--- src/hw/rtl/csv_tokenizer_with_column_widths_defines.svh ---
// Assertion macros for the CSV tokenizer.
// Used by the top level, which provides clk_i and rst_ni in scope.
`ifndef CSV_TOKENIZER_WITH_COLUMN_WIDTHS_DEFINES_SVH
`define CSV_TOKENIZER_WITH_COLUMN_WIDTHS_DEFINES_SVH

// Same-cycle implication, checked outside reset.
`define CSVT_ASSERT_IMP(lbl, ante, cons, msg) \
  lbl: assert property (@(posedge clk_i) disable iff (!rst_ni) (ante) |-> (cons)) \
    else $error(msg);

// Next-cycle implication, checked outside reset.
`define CSVT_ASSERT_NXT(lbl, ante, cons, msg) \
  lbl: assert property (@(posedge clk_i) disable iff (!rst_ni) (ante) |=> (cons)) \
    else $error(msg);

`endif

--- src/hw/rtl/csvt_pkg.sv ---
// Shared types and constants of the CSV tokenizer.
// Used by every module of the block but csvt_ram; depends on nothing.
package csvt_pkg;

  // Register indexes on the configuration port (byte address / 4).
  localparam logic [2:0] REG_SEPARATOR = 3'd0;
  localparam logic [2:0] REG_ROW_END   = 3'd1;
  localparam logic [2:0] REG_ESCAPE    = 3'd2;
  localparam logic [2:0] REG_QUOTE     = 3'd3;
  localparam logic [2:0] REG_MERGE     = 3'd4;

  localparam logic [7:0] SEPARATOR_RST = 8'd44;
  localparam logic [7:0] ROW_END_RST   = 8'd10;
  localparam logic [7:0] ESCAPE_RST    = 8'd92;
  localparam logic [7:0] QUOTE_RST     = 8'd34;

  // A row end inside quotes is written out as these two bytes.
  localparam logic [7:0] BACKSLASH_BYTE = 8'd92;
  localparam logic [7:0] LETTER_N_BYTE  = 8'd110;

  localparam int FIFO_DEPTH = 4;
  localparam int FIFO_PW    = $clog2(FIFO_DEPTH);
  localparam int FIFO_CW    = FIFO_PW + 1;

  typedef struct packed {
    logic [7:0] separator;
    logic [7:0] row_end_byte;
    logic [7:0] escape_byte;
    logic [7:0] quote_byte;
    logic       merge_separators;
  } csvt_cfg_t;

  // What one input byte asks of the width stage.
  typedef struct packed {
    logic [1:0] n;
    logic       cell_end;
    logic       row_end;
    logic       too_many;
    logic [7:0] byte0;
    logic [7:0] byte1;
    logic [5:0] column;
  } csvt_op_t;

  // One output word.
  typedef struct packed {
    logic [7:0]  out_byte;
    logic        byte_valid;
    logic        cell_end;
    logic        row_end;
    logic [5:0]  column;
    logic [15:0] column_width;
    logic        too_many_columns;
    logic        last;
  } csvt_res_t;

endpackage

--- src/hw/rtl/csv_tokenizer_with_column_widths.sv ---
// CSV tokenizer with per-column maximum widths: top level.
// Depends on csvt_pkg, csvt_parse, csvt_widths, csvt_fifo and the defines header.
//
// Usage:
//   Input channel: one raw text byte per word on in_byte_i, taken when
//   in_valid_i is high and in_stall_o is low. Output channel: one result
//   word per cycle, taken when out_valid_o is high and out_stall_i is low.
//   A byte gives zero, one or two words; last_o marks the final word of a byte.
//   Path: a taken byte is registered in the width stage, its words are then
//   written into the output queue, and only then offered on the output.
//   Throughput: one byte per cycle while the receiver keeps up; a row end
//   inside quotes gives two words, which leave the port one at a time. The output
//   port and a four-word output queue set the sustained figure.
//   The width table lives in one RAM with a registered read; its read, max and
//   write-back span two stages, with forwarding between back-to-back updates
//   of the same column.
//   Reset clears the parser state and sets the registers to their defaults.
//   The table reads as all zero right after reset through a fill count, so no
//   clearing pass is run and the first byte may be taken in the first cycle.
//   On a receiver stall the queue fills and in_stall_o rises; nothing is lost.
//   The user writes registers over the APB-style port while idle; not enforced.
`include "csv_tokenizer_with_column_widths_defines.svh"

module csv_tokenizer_with_column_widths
  import csvt_pkg::*;
#(
  parameter int MAX_COLUMNS = 64,
  parameter int LENGTH_BITS = 16
) (
  input  logic        clk_i,
  input  logic        rst_ni,
  input  logic        psel,
  input  logic        penable,
  input  logic        pwrite,
  input  logic [4:0]  paddr,
  input  logic [31:0] pwdata,
  output logic [31:0] prdata,
  output logic        pready,
  input  logic        in_valid_i,
  output logic        in_stall_o,
  input  logic [7:0]  in_byte_i,
  output logic        out_valid_o,
  input  logic        out_stall_i,
  output logic [7:0]  out_byte_o,
  output logic        byte_valid_o,
  output logic        cell_end_o,
  output logic        row_end_o,
  output logic [5:0]  column_o,
  output logic [15:0] column_width_o,
  output logic        too_many_columns_o,
  output logic        last_o
);

  localparam int CIW  = $clog2(MAX_COLUMNS + 1);
  localparam int OCCW = FIFO_CW + 1;

  csvt_cfg_t              cfg_q;
  logic                   cfg_we;
  logic                   accept, pop;
  csvt_op_t               op;
  logic [LENGTH_BITS-1:0] cell_len;
  logic [CIW-1:0]         col_idx;
  logic [1:0]             push_n;
  csvt_res_t              push0, push1, head;
  logic [FIFO_CW-1:0]     fifo_count;
  logic [OCCW-1:0]        occ;

  // Configuration registers.
  assign pready = 1'b1;
  assign cfg_we = psel && penable && pwrite && pready;

  always_ff @(posedge clk_i or negedge rst_ni) begin
    if (!rst_ni) begin
      cfg_q.separator        <= SEPARATOR_RST;
      cfg_q.row_end_byte     <= ROW_END_RST;
      cfg_q.escape_byte      <= ESCAPE_RST;
      cfg_q.quote_byte       <= QUOTE_RST;
      cfg_q.merge_separators <= 1'b0;
    end else if (cfg_we) begin
      unique case (paddr[4:2])
        REG_SEPARATOR: cfg_q.separator        <= pwdata[7:0];
        REG_ROW_END:   cfg_q.row_end_byte     <= pwdata[7:0];
        REG_ESCAPE:    cfg_q.escape_byte      <= pwdata[7:0];
        REG_QUOTE:     cfg_q.quote_byte       <= pwdata[7:0];
        REG_MERGE:     cfg_q.merge_separators <= pwdata[0];
        default: ;
      endcase
    end
  end

  always_comb begin
    unique case (paddr[4:2])
      REG_SEPARATOR: prdata = 32'(cfg_q.separator);
      REG_ROW_END:   prdata = 32'(cfg_q.row_end_byte);
      REG_ESCAPE:    prdata = 32'(cfg_q.escape_byte);
      REG_QUOTE:     prdata = 32'(cfg_q.quote_byte);
      REG_MERGE:     prdata = 32'(cfg_q.merge_separators);
      default:       prdata = '0;
    endcase
  end

  // Words in the queue plus words in the width stage; an accepted byte may add
  // two more, so the input stalls once fewer than two slots remain.
  assign occ        = OCCW'(fifo_count) + OCCW'(push_n);
  assign in_stall_o = (occ > OCCW'(FIFO_DEPTH - 2));
  assign accept     = in_valid_i && !in_stall_o;
  assign pop        = out_valid_o && !out_stall_i;

  csvt_parse #(
    .MAX_COLUMNS(MAX_COLUMNS),
    .LENGTH_BITS(LENGTH_BITS)
  ) u_parse (
    .clk_i     (clk_i),
    .rst_ni    (rst_ni),
    .cfg_i     (cfg_q),
    .accept_i  (accept),
    .in_byte_i (in_byte_i),
    .op_o      (op),
    .cell_len_o(cell_len),
    .col_idx_o (col_idx)
  );

  csvt_widths #(
    .MAX_COLUMNS(MAX_COLUMNS),
    .LENGTH_BITS(LENGTH_BITS)
  ) u_widths (
    .clk_i     (clk_i),
    .rst_ni    (rst_ni),
    .accept_i  (accept),
    .op_i      (op),
    .cell_len_i(cell_len),
    .col_idx_i (col_idx),
    .push_n_o  (push_n),
    .push0_o   (push0),
    .push1_o   (push1)
  );

  csvt_fifo u_fifo (
    .clk_i   (clk_i),
    .rst_ni  (rst_ni),
    .push_n_i(push_n),
    .push0_i (push0),
    .push1_i (push1),
    .pop_i   (pop),
    .head_o  (head),
    .valid_o (out_valid_o),
    .count_o (fifo_count)
  );

  assign out_byte_o         = head.out_byte;
  assign byte_valid_o       = head.byte_valid;
  assign cell_end_o         = head.cell_end;
  assign row_end_o          = head.row_end;
  assign column_o           = head.column;
  assign column_width_o     = head.column_width;
  assign too_many_columns_o = head.too_many_columns;
  assign last_o             = head.last;

  `CSVT_ASSERT_IMP(a_queue_no_overflow, push_n != 2'd0, occ <= OCCW'(FIFO_DEPTH),
                   "output queue overflow")
  `CSVT_ASSERT_NXT(a_row_end_resets_column, accept && op.cell_end && op.row_end,
                   col_idx == '0, "column not reset after row end")
  `CSVT_ASSERT_NXT(a_stage_takes_words, accept, push_n == $past(op.n),
                   "width stage lost words of a byte")

endmodule

--- src/hw/rtl/csvt_ram.sv ---
// Generic single-port-write, single-port-read RAM with registered read data.
// No dependencies.
module csvt_ram #(
  parameter int WIDTH = 16,
  parameter int DEPTH = 64
) (
  input  logic                                  clk_i,
  input  logic                                  we_i,
  input  logic [(DEPTH > 1 ? $clog2(DEPTH) : 1)-1:0] waddr_i,
  input  logic [WIDTH-1:0]                      wdata_i,
  input  logic [(DEPTH > 1 ? $clog2(DEPTH) : 1)-1:0] raddr_i,
  output logic [WIDTH-1:0]                      rdata_o
);

  logic [WIDTH-1:0] mem [DEPTH];
  logic [WIDTH-1:0] rdata_q;

  always_ff @(posedge clk_i) begin
    if (we_i) begin
      mem[waddr_i] <= wdata_i;
    end
    rdata_q <= mem[raddr_i];
  end

  assign rdata_o = rdata_q;

endmodule

--- src/hw/rtl/csvt_fifo.sv ---
// Output queue of the CSV tokenizer: takes up to two words a cycle, gives one.
// Depends on csvt_pkg.
module csvt_fifo
  import csvt_pkg::*;
(
  input  logic               clk_i,
  input  logic               rst_ni,
  input  logic [1:0]         push_n_i,
  input  csvt_res_t          push0_i,
  input  csvt_res_t          push1_i,
  input  logic               pop_i,
  output csvt_res_t          head_o,
  output logic               valid_o,
  output logic [FIFO_CW-1:0] count_o
);

  csvt_res_t          mem_q [FIFO_DEPTH];
  logic [FIFO_PW-1:0] wp_q, wp_d, rp_q, rp_d;
  logic [FIFO_PW-1:0] wp_next;
  logic [FIFO_CW-1:0] count_q, count_d;

  assign wp_next = wp_q + FIFO_PW'(1);

  always_comb begin
    wp_d    = wp_q + FIFO_PW'(push_n_i);
    rp_d    = pop_i ? rp_q + FIFO_PW'(1) : rp_q;
    count_d = count_q + FIFO_CW'(push_n_i) - FIFO_CW'(pop_i);
  end

  always_ff @(posedge clk_i or negedge rst_ni) begin
    if (!rst_ni) begin
      wp_q    <= '0;
      rp_q    <= '0;
      count_q <= '0;
    end else begin
      wp_q    <= wp_d;
      rp_q    <= rp_d;
      count_q <= count_d;
    end
  end

  always_ff @(posedge clk_i) begin
    if (push_n_i != 2'd0) begin
      mem_q[wp_q] <= push0_i;
    end
    if (push_n_i == 2'd2) begin
      mem_q[wp_next] <= push1_i;
    end
  end

  assign head_o  = mem_q[rp_q];
  assign valid_o = (count_q != '0);
  assign count_o = count_q;

endmodule

--- src/hw/rtl/csvt_parse.sv ---
// Byte classifier of the CSV tokenizer: quote, escape, cell length and column state.
// Depends on csvt_pkg.
module csvt_parse
  import csvt_pkg::*;
#(
  parameter int MAX_COLUMNS = 64,
  parameter int LENGTH_BITS = 16
) (
  input  logic                               clk_i,
  input  logic                               rst_ni,
  input  csvt_cfg_t                          cfg_i,
  input  logic                               accept_i,
  input  logic [7:0]                         in_byte_i,
  output csvt_op_t                           op_o,
  output logic [LENGTH_BITS-1:0]             cell_len_o,
  output logic [$clog2(MAX_COLUMNS+1)-1:0]   col_idx_o
);

  localparam int CIW = $clog2(MAX_COLUMNS + 1);
  localparam int CXW = (CIW > 6) ? CIW : 6;

  logic                   inq_q, inq_d;
  logic                   esc_q, esc_d;
  logic [LENGTH_BITS-1:0] len_q, len_d;
  logic [CIW-1:0]         col_q, col_d;
  logic [LENGTH_BITS:0]   len_sum;
  logic [CXW-1:0]         col_ext;
  logic                   overflow;
  logic                   cend, rend;
  csvt_op_t               op;

  assign col_ext  = CXW'(col_q);
  assign overflow = (col_q >= CIW'(MAX_COLUMNS));

  always_comb begin
    op          = '0;
    op.column   = col_ext[5:0];
    op.too_many = overflow;
    op.byte0    = in_byte_i;
    inq_d       = inq_q;
    esc_d       = esc_q;
    cend        = 1'b0;
    rend        = 1'b0;

    if (esc_q) begin
      esc_d = 1'b0;
      op.n  = 2'd1;
    end else if (in_byte_i == cfg_i.quote_byte) begin
      inq_d = !inq_q;
      op.n  = 2'd1;
    end else if (!inq_q && in_byte_i == cfg_i.separator) begin
      // In merge mode a separator on an empty cell is dropped entirely.
      if (!cfg_i.merge_separators || len_q != '0) begin
        cend = 1'b1;
      end
    end else if (in_byte_i == cfg_i.row_end_byte) begin
      if (!inq_q) begin
        cend = 1'b1;
        rend = 1'b1;
      end else begin
        op.n     = 2'd2;
        op.byte0 = BACKSLASH_BYTE;
        op.byte1 = LETTER_N_BYTE;
      end
    end else if (in_byte_i == cfg_i.escape_byte) begin
      esc_d = 1'b1;
      op.n  = 2'd1;
    end else begin
      op.n = 2'd1;
    end

    len_sum = {1'b0, len_q} + (LENGTH_BITS + 1)'(op.n);

    if (cend) begin
      op.n        = 2'd1;
      op.cell_end = 1'b1;
      op.row_end  = rend;
      op.byte0    = '0;
      len_d       = '0;
      if (rend) begin
        col_d = '0;
      end else if (!overflow) begin
        col_d = col_q + CIW'(1);
      end else begin
        col_d = col_q;
      end
    end else begin
      len_d = len_sum[LENGTH_BITS] ? '1 : len_sum[LENGTH_BITS-1:0];
      col_d = col_q;
    end
  end

  always_ff @(posedge clk_i or negedge rst_ni) begin
    if (!rst_ni) begin
      inq_q <= 1'b0;
      esc_q <= 1'b0;
      len_q <= '0;
      col_q <= '0;
    end else if (accept_i) begin
      inq_q <= inq_d;
      esc_q <= esc_d;
      len_q <= len_d;
      col_q <= col_d;
    end
  end

  assign op_o       = op;
  assign cell_len_o = len_q;
  assign col_idx_o  = col_q;

endmodule

--- src/hw/rtl/csvt_widths.sv ---
// Column width stage: reads the width table, takes the maximum, writes it back
// and forms the output words. Depends on csvt_pkg and csvt_ram.
module csvt_widths
  import csvt_pkg::*;
#(
  parameter int MAX_COLUMNS = 64,
  parameter int LENGTH_BITS = 16
) (
  input  logic                             clk_i,
  input  logic                             rst_ni,
  input  logic                             accept_i,
  input  csvt_op_t                         op_i,
  input  logic [LENGTH_BITS-1:0]           cell_len_i,
  input  logic [$clog2(MAX_COLUMNS+1)-1:0] col_idx_i,
  output logic [1:0]                       push_n_o,
  output csvt_res_t                        push0_o,
  output csvt_res_t                        push1_o
);

  localparam int CIW = $clog2(MAX_COLUMNS + 1);
  localparam int AW  = (MAX_COLUMNS > 1) ? $clog2(MAX_COLUMNS) : 1;
  localparam int WXW = (LENGTH_BITS > 16) ? LENGTH_BITS : 16;

  logic [1:0]             n_q;
  csvt_op_t               op_q;
  logic [LENGTH_BITS-1:0] len_q;
  logic [CIW-1:0]         col_q;
  logic [CIW-1:0]         fill_q, fill_d;
  logic                   fwd_vld_q;
  logic [AW-1:0]          fwd_addr_q;
  logic [LENGTH_BITS-1:0] fwd_data_q;

  logic [LENGTH_BITS-1:0] rdata, stored, width;
  logic [WXW-1:0]         width_ext;
  logic [AW-1:0]          waddr;
  logic                   we, fwd_hit;

  assign waddr = col_q[AW-1:0];
  assign we    = (n_q != 2'd0) && op_q.cell_end && !op_q.too_many;

  csvt_ram #(
    .WIDTH(LENGTH_BITS),
    .DEPTH(MAX_COLUMNS)
  ) u_width_ram (
    .clk_i  (clk_i),
    .we_i   (we),
    .waddr_i(waddr),
    .wdata_i(width),
    .raddr_i(col_idx_i[AW-1:0]),
    .rdata_o(rdata)
  );

  // Written columns always form a prefix of the table, so entries at or above
  // the fill count have never been written and read as zero. A write in the
  // previous cycle is not yet visible in the read data and is forwarded.
  assign fwd_hit = fwd_vld_q && (fwd_addr_q == waddr);

  always_comb begin
    if (fwd_hit) begin
      stored = fwd_data_q;
    end else if (col_q < fill_q) begin
      stored = rdata;
    end else begin
      stored = '0;
    end
    if (op_q.too_many || stored <= len_q) begin
      width = len_q;
    end else begin
      width = stored;
    end
    fill_d = (we && col_q == fill_q) ? fill_q + CIW'(1) : fill_q;
  end

  assign width_ext = WXW'(width);

  always_ff @(posedge clk_i or negedge rst_ni) begin
    if (!rst_ni) begin
      n_q       <= 2'd0;
      fill_q    <= '0;
      fwd_vld_q <= 1'b0;
    end else begin
      n_q       <= accept_i ? op_i.n : 2'd0;
      fill_q    <= fill_d;
      fwd_vld_q <= we;
    end
  end

  always_ff @(posedge clk_i) begin
    if (accept_i) begin
      op_q  <= op_i;
      len_q <= cell_len_i;
      col_q <= col_idx_i;
    end
    if (we) begin
      fwd_addr_q <= waddr;
      fwd_data_q <= width;
    end
  end

  always_comb begin
    push0_o                  = '0;
    push0_o.column           = op_q.column;
    push0_o.too_many_columns = op_q.too_many;
    push1_o                  = push0_o;
    if (op_q.cell_end) begin
      push0_o.cell_end     = 1'b1;
      push0_o.row_end      = op_q.row_end;
      push0_o.column_width = width_ext[15:0];
    end else begin
      push0_o.out_byte   = op_q.byte0;
      push0_o.byte_valid = 1'b1;
    end
    push0_o.last       = (n_q != 2'd2);
    push1_o.out_byte   = op_q.byte1;
    push1_o.byte_valid = 1'b1;
    push1_o.last       = 1'b1;
  end

  assign push_n_o = n_q;

endmodule
--- config.mk ---
export PLATFORM = sky130hd
export DESIGN_NAME = csv_tokenizer_with_column_widths
export DESIGN_NICKNAME = d
export VERILOG_FILES = /design/src/hw/rtl/csvt_pkg.sv /design/src/hw/rtl/csv_tokenizer_with_column_widths.sv /design/src/hw/rtl/csvt_ram.sv /design/src/hw/rtl/csvt_fifo.sv /design/src/hw/rtl/csvt_parse.sv /design/src/hw/rtl/csvt_widths.sv
export VERILOG_INCLUDE_DIRS = /design/src /design/src/hw/rtl
export SDC_FILE = /design/constraint.sdc
export NUM_CORES = 2
export LEC_CHECK = 0
export ABC_AREA = 1
export BUFFER_PORTS_ARGS = -buffer_cell sky130_fd_sc_hd__buf_4
export CAP_MARGIN = 30
export CORE_AREA = 2 2 398 400
export DETAILED_ROUTE_END_ITERATION = 10
export DIE_AREA = 0 0 400 402
export PLACE_DENSITY_LB_ADDON = 0.3
export SKIP_CTS_REPAIR_TIMING = 1
export SYNTH_ARGS = -nofsm -noshare
export SYNTH_HDL_FRONTEND = slang
export SYNTH_SLANG_ARGS = --single-unit
--- constraint.sdc ---
create_clock -name clk_i -period 4 [get_ports clk_i]
set_input_delay 0.2 -clock clk_i [delete_from_list [all_inputs] [get_ports clk_i]]
set_output_delay 0.2 -clock clk_i [all_outputs]
set_load 0.01 [all_outputs]
==> results.toml <==
[floorplan]
fp.dieH_um = 402
core-area_um2 = 157000
num_rows = 146
ioPinCount = 122
die_area_um2 = 161000
die_w_um = 400
initial_core_util = 0.346

[logic_synthesis]
synth-main-ff-cell = "edfxtp_1"
ys_warn_count = 0
synthArstFlopShare = 0.0572
synth_top_family_by_area = "simple AND/OR/NAND/NOR gates"
ys_seq_elements = 1312
seq_area_frac_synth = 0.700
yosys.area_share.xor_xnor = 0.00644
postSynthCellCount = 4714
syn_area_um2 = 54400
yosysUniqueCellTypes = 56
synth_edf_count = 1141
synthSimpleGateAreaFrac = 0.138
synth_fa_ha_area_frac = 0.00893
avgSynthCellArea_um2 = 11.5
synthMuxAreaShare = 0
synth-compound-area-share = 0.107

[timing]
hold_viol_final = 1
finalCriticalPeriod_ns = 3.71
tns_ns = 0
fin_skew_ns = 0.0416
hold_slack_ns = -0.0136
relSlewSlack = 0.326
worstMarginPinSlew_ns = 1.01
rsz0062_at_grt = "false"
clock.fmax_mhz = 269
setup_viol = 0
min_period_over_period = 0.929
slew_violations = 0

[cells_and_area]
syn_to_final_growth_pct = 15.5
final_net_count = 4957
diodes = 0
final_cell_mix = "edfxtp_1 (1141), nor2_1 (868), o21ai_0 (673)"
fill_cells = 14900
final_common_cell = "edfxtp_1"
drive_gt1_frac = 0.114

[pwr]
irDropWorstVdd_mv = 0.403
design_power_total_mw = 41.0
leakage_nw = 22.2
pwr_density_cell_nw_per_um2 = 653

[detailed_routing]
viasPerCell = 5.22
wl_um = 152000
wl_per_cell_um = 21.5
drtAntennaViolNets = 0
drc_errors = 0
route.vias.total = 36800
dr.first_iter.drc_count = 3610
first_pass_iters = 5

[status]
violations = "hold timing"
status = "finished with violations"

[setup_path]
cp.required_ns = 4.48
worstRegToRegCells = 20
end_kind = "flop"
worstPathMaxFanout = 32
worstPathArrival_ns = 4.19
worstSetupStartpointType = "flop"
crit_type = "flop to flop"

[min_path]
worst_hold_path_type = "primary input to flop"
holdPathStages = 4

[grt]
grt_pass1_vias = 34600
grt_overflow = 0
grt_max_degree = 160
antenna_found_initial = 3
grtUsageTotal = 0.186
grt_pass1_wl_um = 225000

[placed_design]
hpwl_um = 86100
finalWeightedCongestion = 0.826
io_buffer_count = 70

[cts]
cts_buffers = 139
cts_sinks = 1312
htree_levels = 4
clk_path_buf_depth = 3
root_buffer = "clkbuf_16"
clk_latency_ns = 0.77
cts_tree = "built"
clk_pin_slew_ns = 0.06

[job]
maxCapViolCount = 0
## cells by family after synthesis
group	count (synthesis)
compound gates	1044
simple gates	1798
xor+xnor	40
flops	1312
other cells	2
fa+ha+maj	37
buf+inv	481
## flip-flops by register name, summed over array words and instances, names as in the netlist, 3 cells and up
| register | flops |
|---|---|
| u_widths.fwd_addr_q | 6 |
| u_parse.cell_len_o | 16 |
| u_widths.op_q | 10 |
| u_widths.col_q | 7 |
| u_widths.u_width_ram.rdata_o | 16 |
| u_fifo.mem_q | 140 |
| u_fifo.count_o | 3 |
| cfg_q | 33 |
| u_widths.len_q | 16 |
| u_widths.fill_q | 7 |
| u_widths.u_width_ram.mem | 1024 |
| u_parse.col_idx_o | 7 |
| u_widths.fwd_data_q | 16 |
## synth_stat cells (3+ instances only)
cell type / count / area share
nor3_1: 9 / 0.00083
nand3_2: 13 / 0.0024
o221ai_1: 23 / 0.0037
ha_1: 34 / 0.0078
buf_4: 45 / 0.0062
buf_1: 7 / 0.00048
nand2_1: 554 / 0.038
dfxtp_1: 96 / 0.035
buf_2: 59 / 0.0054
nor3_2: 8 / 0.0015
edfxtp_1: 1141 / 0.63
buf_6: 7 / 0.0014
nor2_2: 4 / 0.00046
inv_2: 12 / 0.00083
inv_1: 166 / 0.011
dfrtp_1: 64 / 0.029
nand2_2: 25 / 0.0029
clkbuf_1: 176 / 0.012
nor2_1: 876 / 0.060
clkinv_1: 6 / 0.00041
a21oi_1: 41 / 0.0038
o21ai_0: 673 / 0.062
o21ai_1: 21 / 0.0019
nand4_1: 48 / 0.0055
o211ai_1: 105 / 0.014
and2_1: 15 / 0.0017
nor4_1: 3 / 0.00035
o2111ai_1: 3 / 0.00048
dfstp_2: 11 / 0.0053
nand3_1: 232 / 0.021
xor2_1: 18 / 0.0029
o22ai_1: 168 / 0.019
xnor2_1: 22 / 0.0035
fa_1: 3 / 0.0011
## per-layer routing
metal | track usage | vias up | wire (um)
li1 | - | 17100 | -
met2 | 0.292 | 1219 | 70800
met4 | 0.0534 | 0 | 3500
met3 | 0.0311 | 198 | 10100
met1 | 0.265 | 18300 | 67200
met5 | 0 | - | 0
## final timing paths
check                                         from                              to  slack [ns]
worst max register to register   u_widths.col_q[0]  u_widths.u_width_ram.mem[3][3]        0.29
worst min-delay path                          psel                        cfg_q[0]       -0.01
worst min register to register  u_fifo.mem_q[2][9]              u_fifo.mem_q[2][9]        0.45
min in group asynchronous                   rst_ni                  u_fifo.rp_q[1]        0.53
worst max-delay path             u_widths.col_q[0]  u_widths.u_width_ram.mem[3][3]        0.29
max in group asynchronous                   rst_ni                        cfg_q[6]        2.54
## area by class of cell
cell class | count | area, um2 | area share
clock buffer | 186 | 3780 | 0.0602
clock inverter | 64 | 636 | 0.0101
inverter | 185 | 709 | 0.0113
multi-input combinational | 2944 | 14300 | 0.228
sequential | 1312 | 38100 | 0.606
tap | 2072 | 2590 | 0.0413
timing repair buffer | 286 | 2680 | 0.0427
## worst max-delay path, stage by stage, from the launching register on
cell	delay, ns
edfxtp_1	0.47
inv_2	0.23
or2_0	0.14
o211ai_1	0.10
nor2_2	0.13
nand2_4	0.15
inv_6	0.18
nand2_1	0.09
nand2_1	0.11
inv_1	0.05
ha_1	0.29
nand2_1	0.07
nor2_1	0.16
nand4_1	0.11
inv_1	0.12
nand2_1	0.08
nand2_2	0.10
buf_6	0.17
nand3_2	0.15
and2_2	0.27
buf_4	0.24
## power by group
part	switching [mW]	internal (mW)
sequential	0.498	17.9
combinational	7.24	2.98
clock	5.40	7.03
total	13.1	27.9
## metrics by stage
| stage | util | setup WS, ns | area (um2) | hold WS [ns] | std cells |
|---|---|---|---|---|---|
| 6_report | 0.400 | 0.286 | 62800 | -0.0136 | 7049 |
| 5_1_grt | 0.400 | 0.0111 | 62800 | 0.0274 | 7049 |
| 4_1_cts | 0.398 | 0.220 | 62500 | -0.617 | 7024 |
| 3_5_place_dp | 0.370 | 0.231 | 58100 | 0.224 | 6774 |
| 3_3_place_gp | 0.369 | 0.241 | 58000 | 0.216 | 6768 |
| 2_1_floorplan | - | 0.101 | 54500 | -0.0956 | 4737 |
Note: power is estimated with default switching activity, not from simulation.
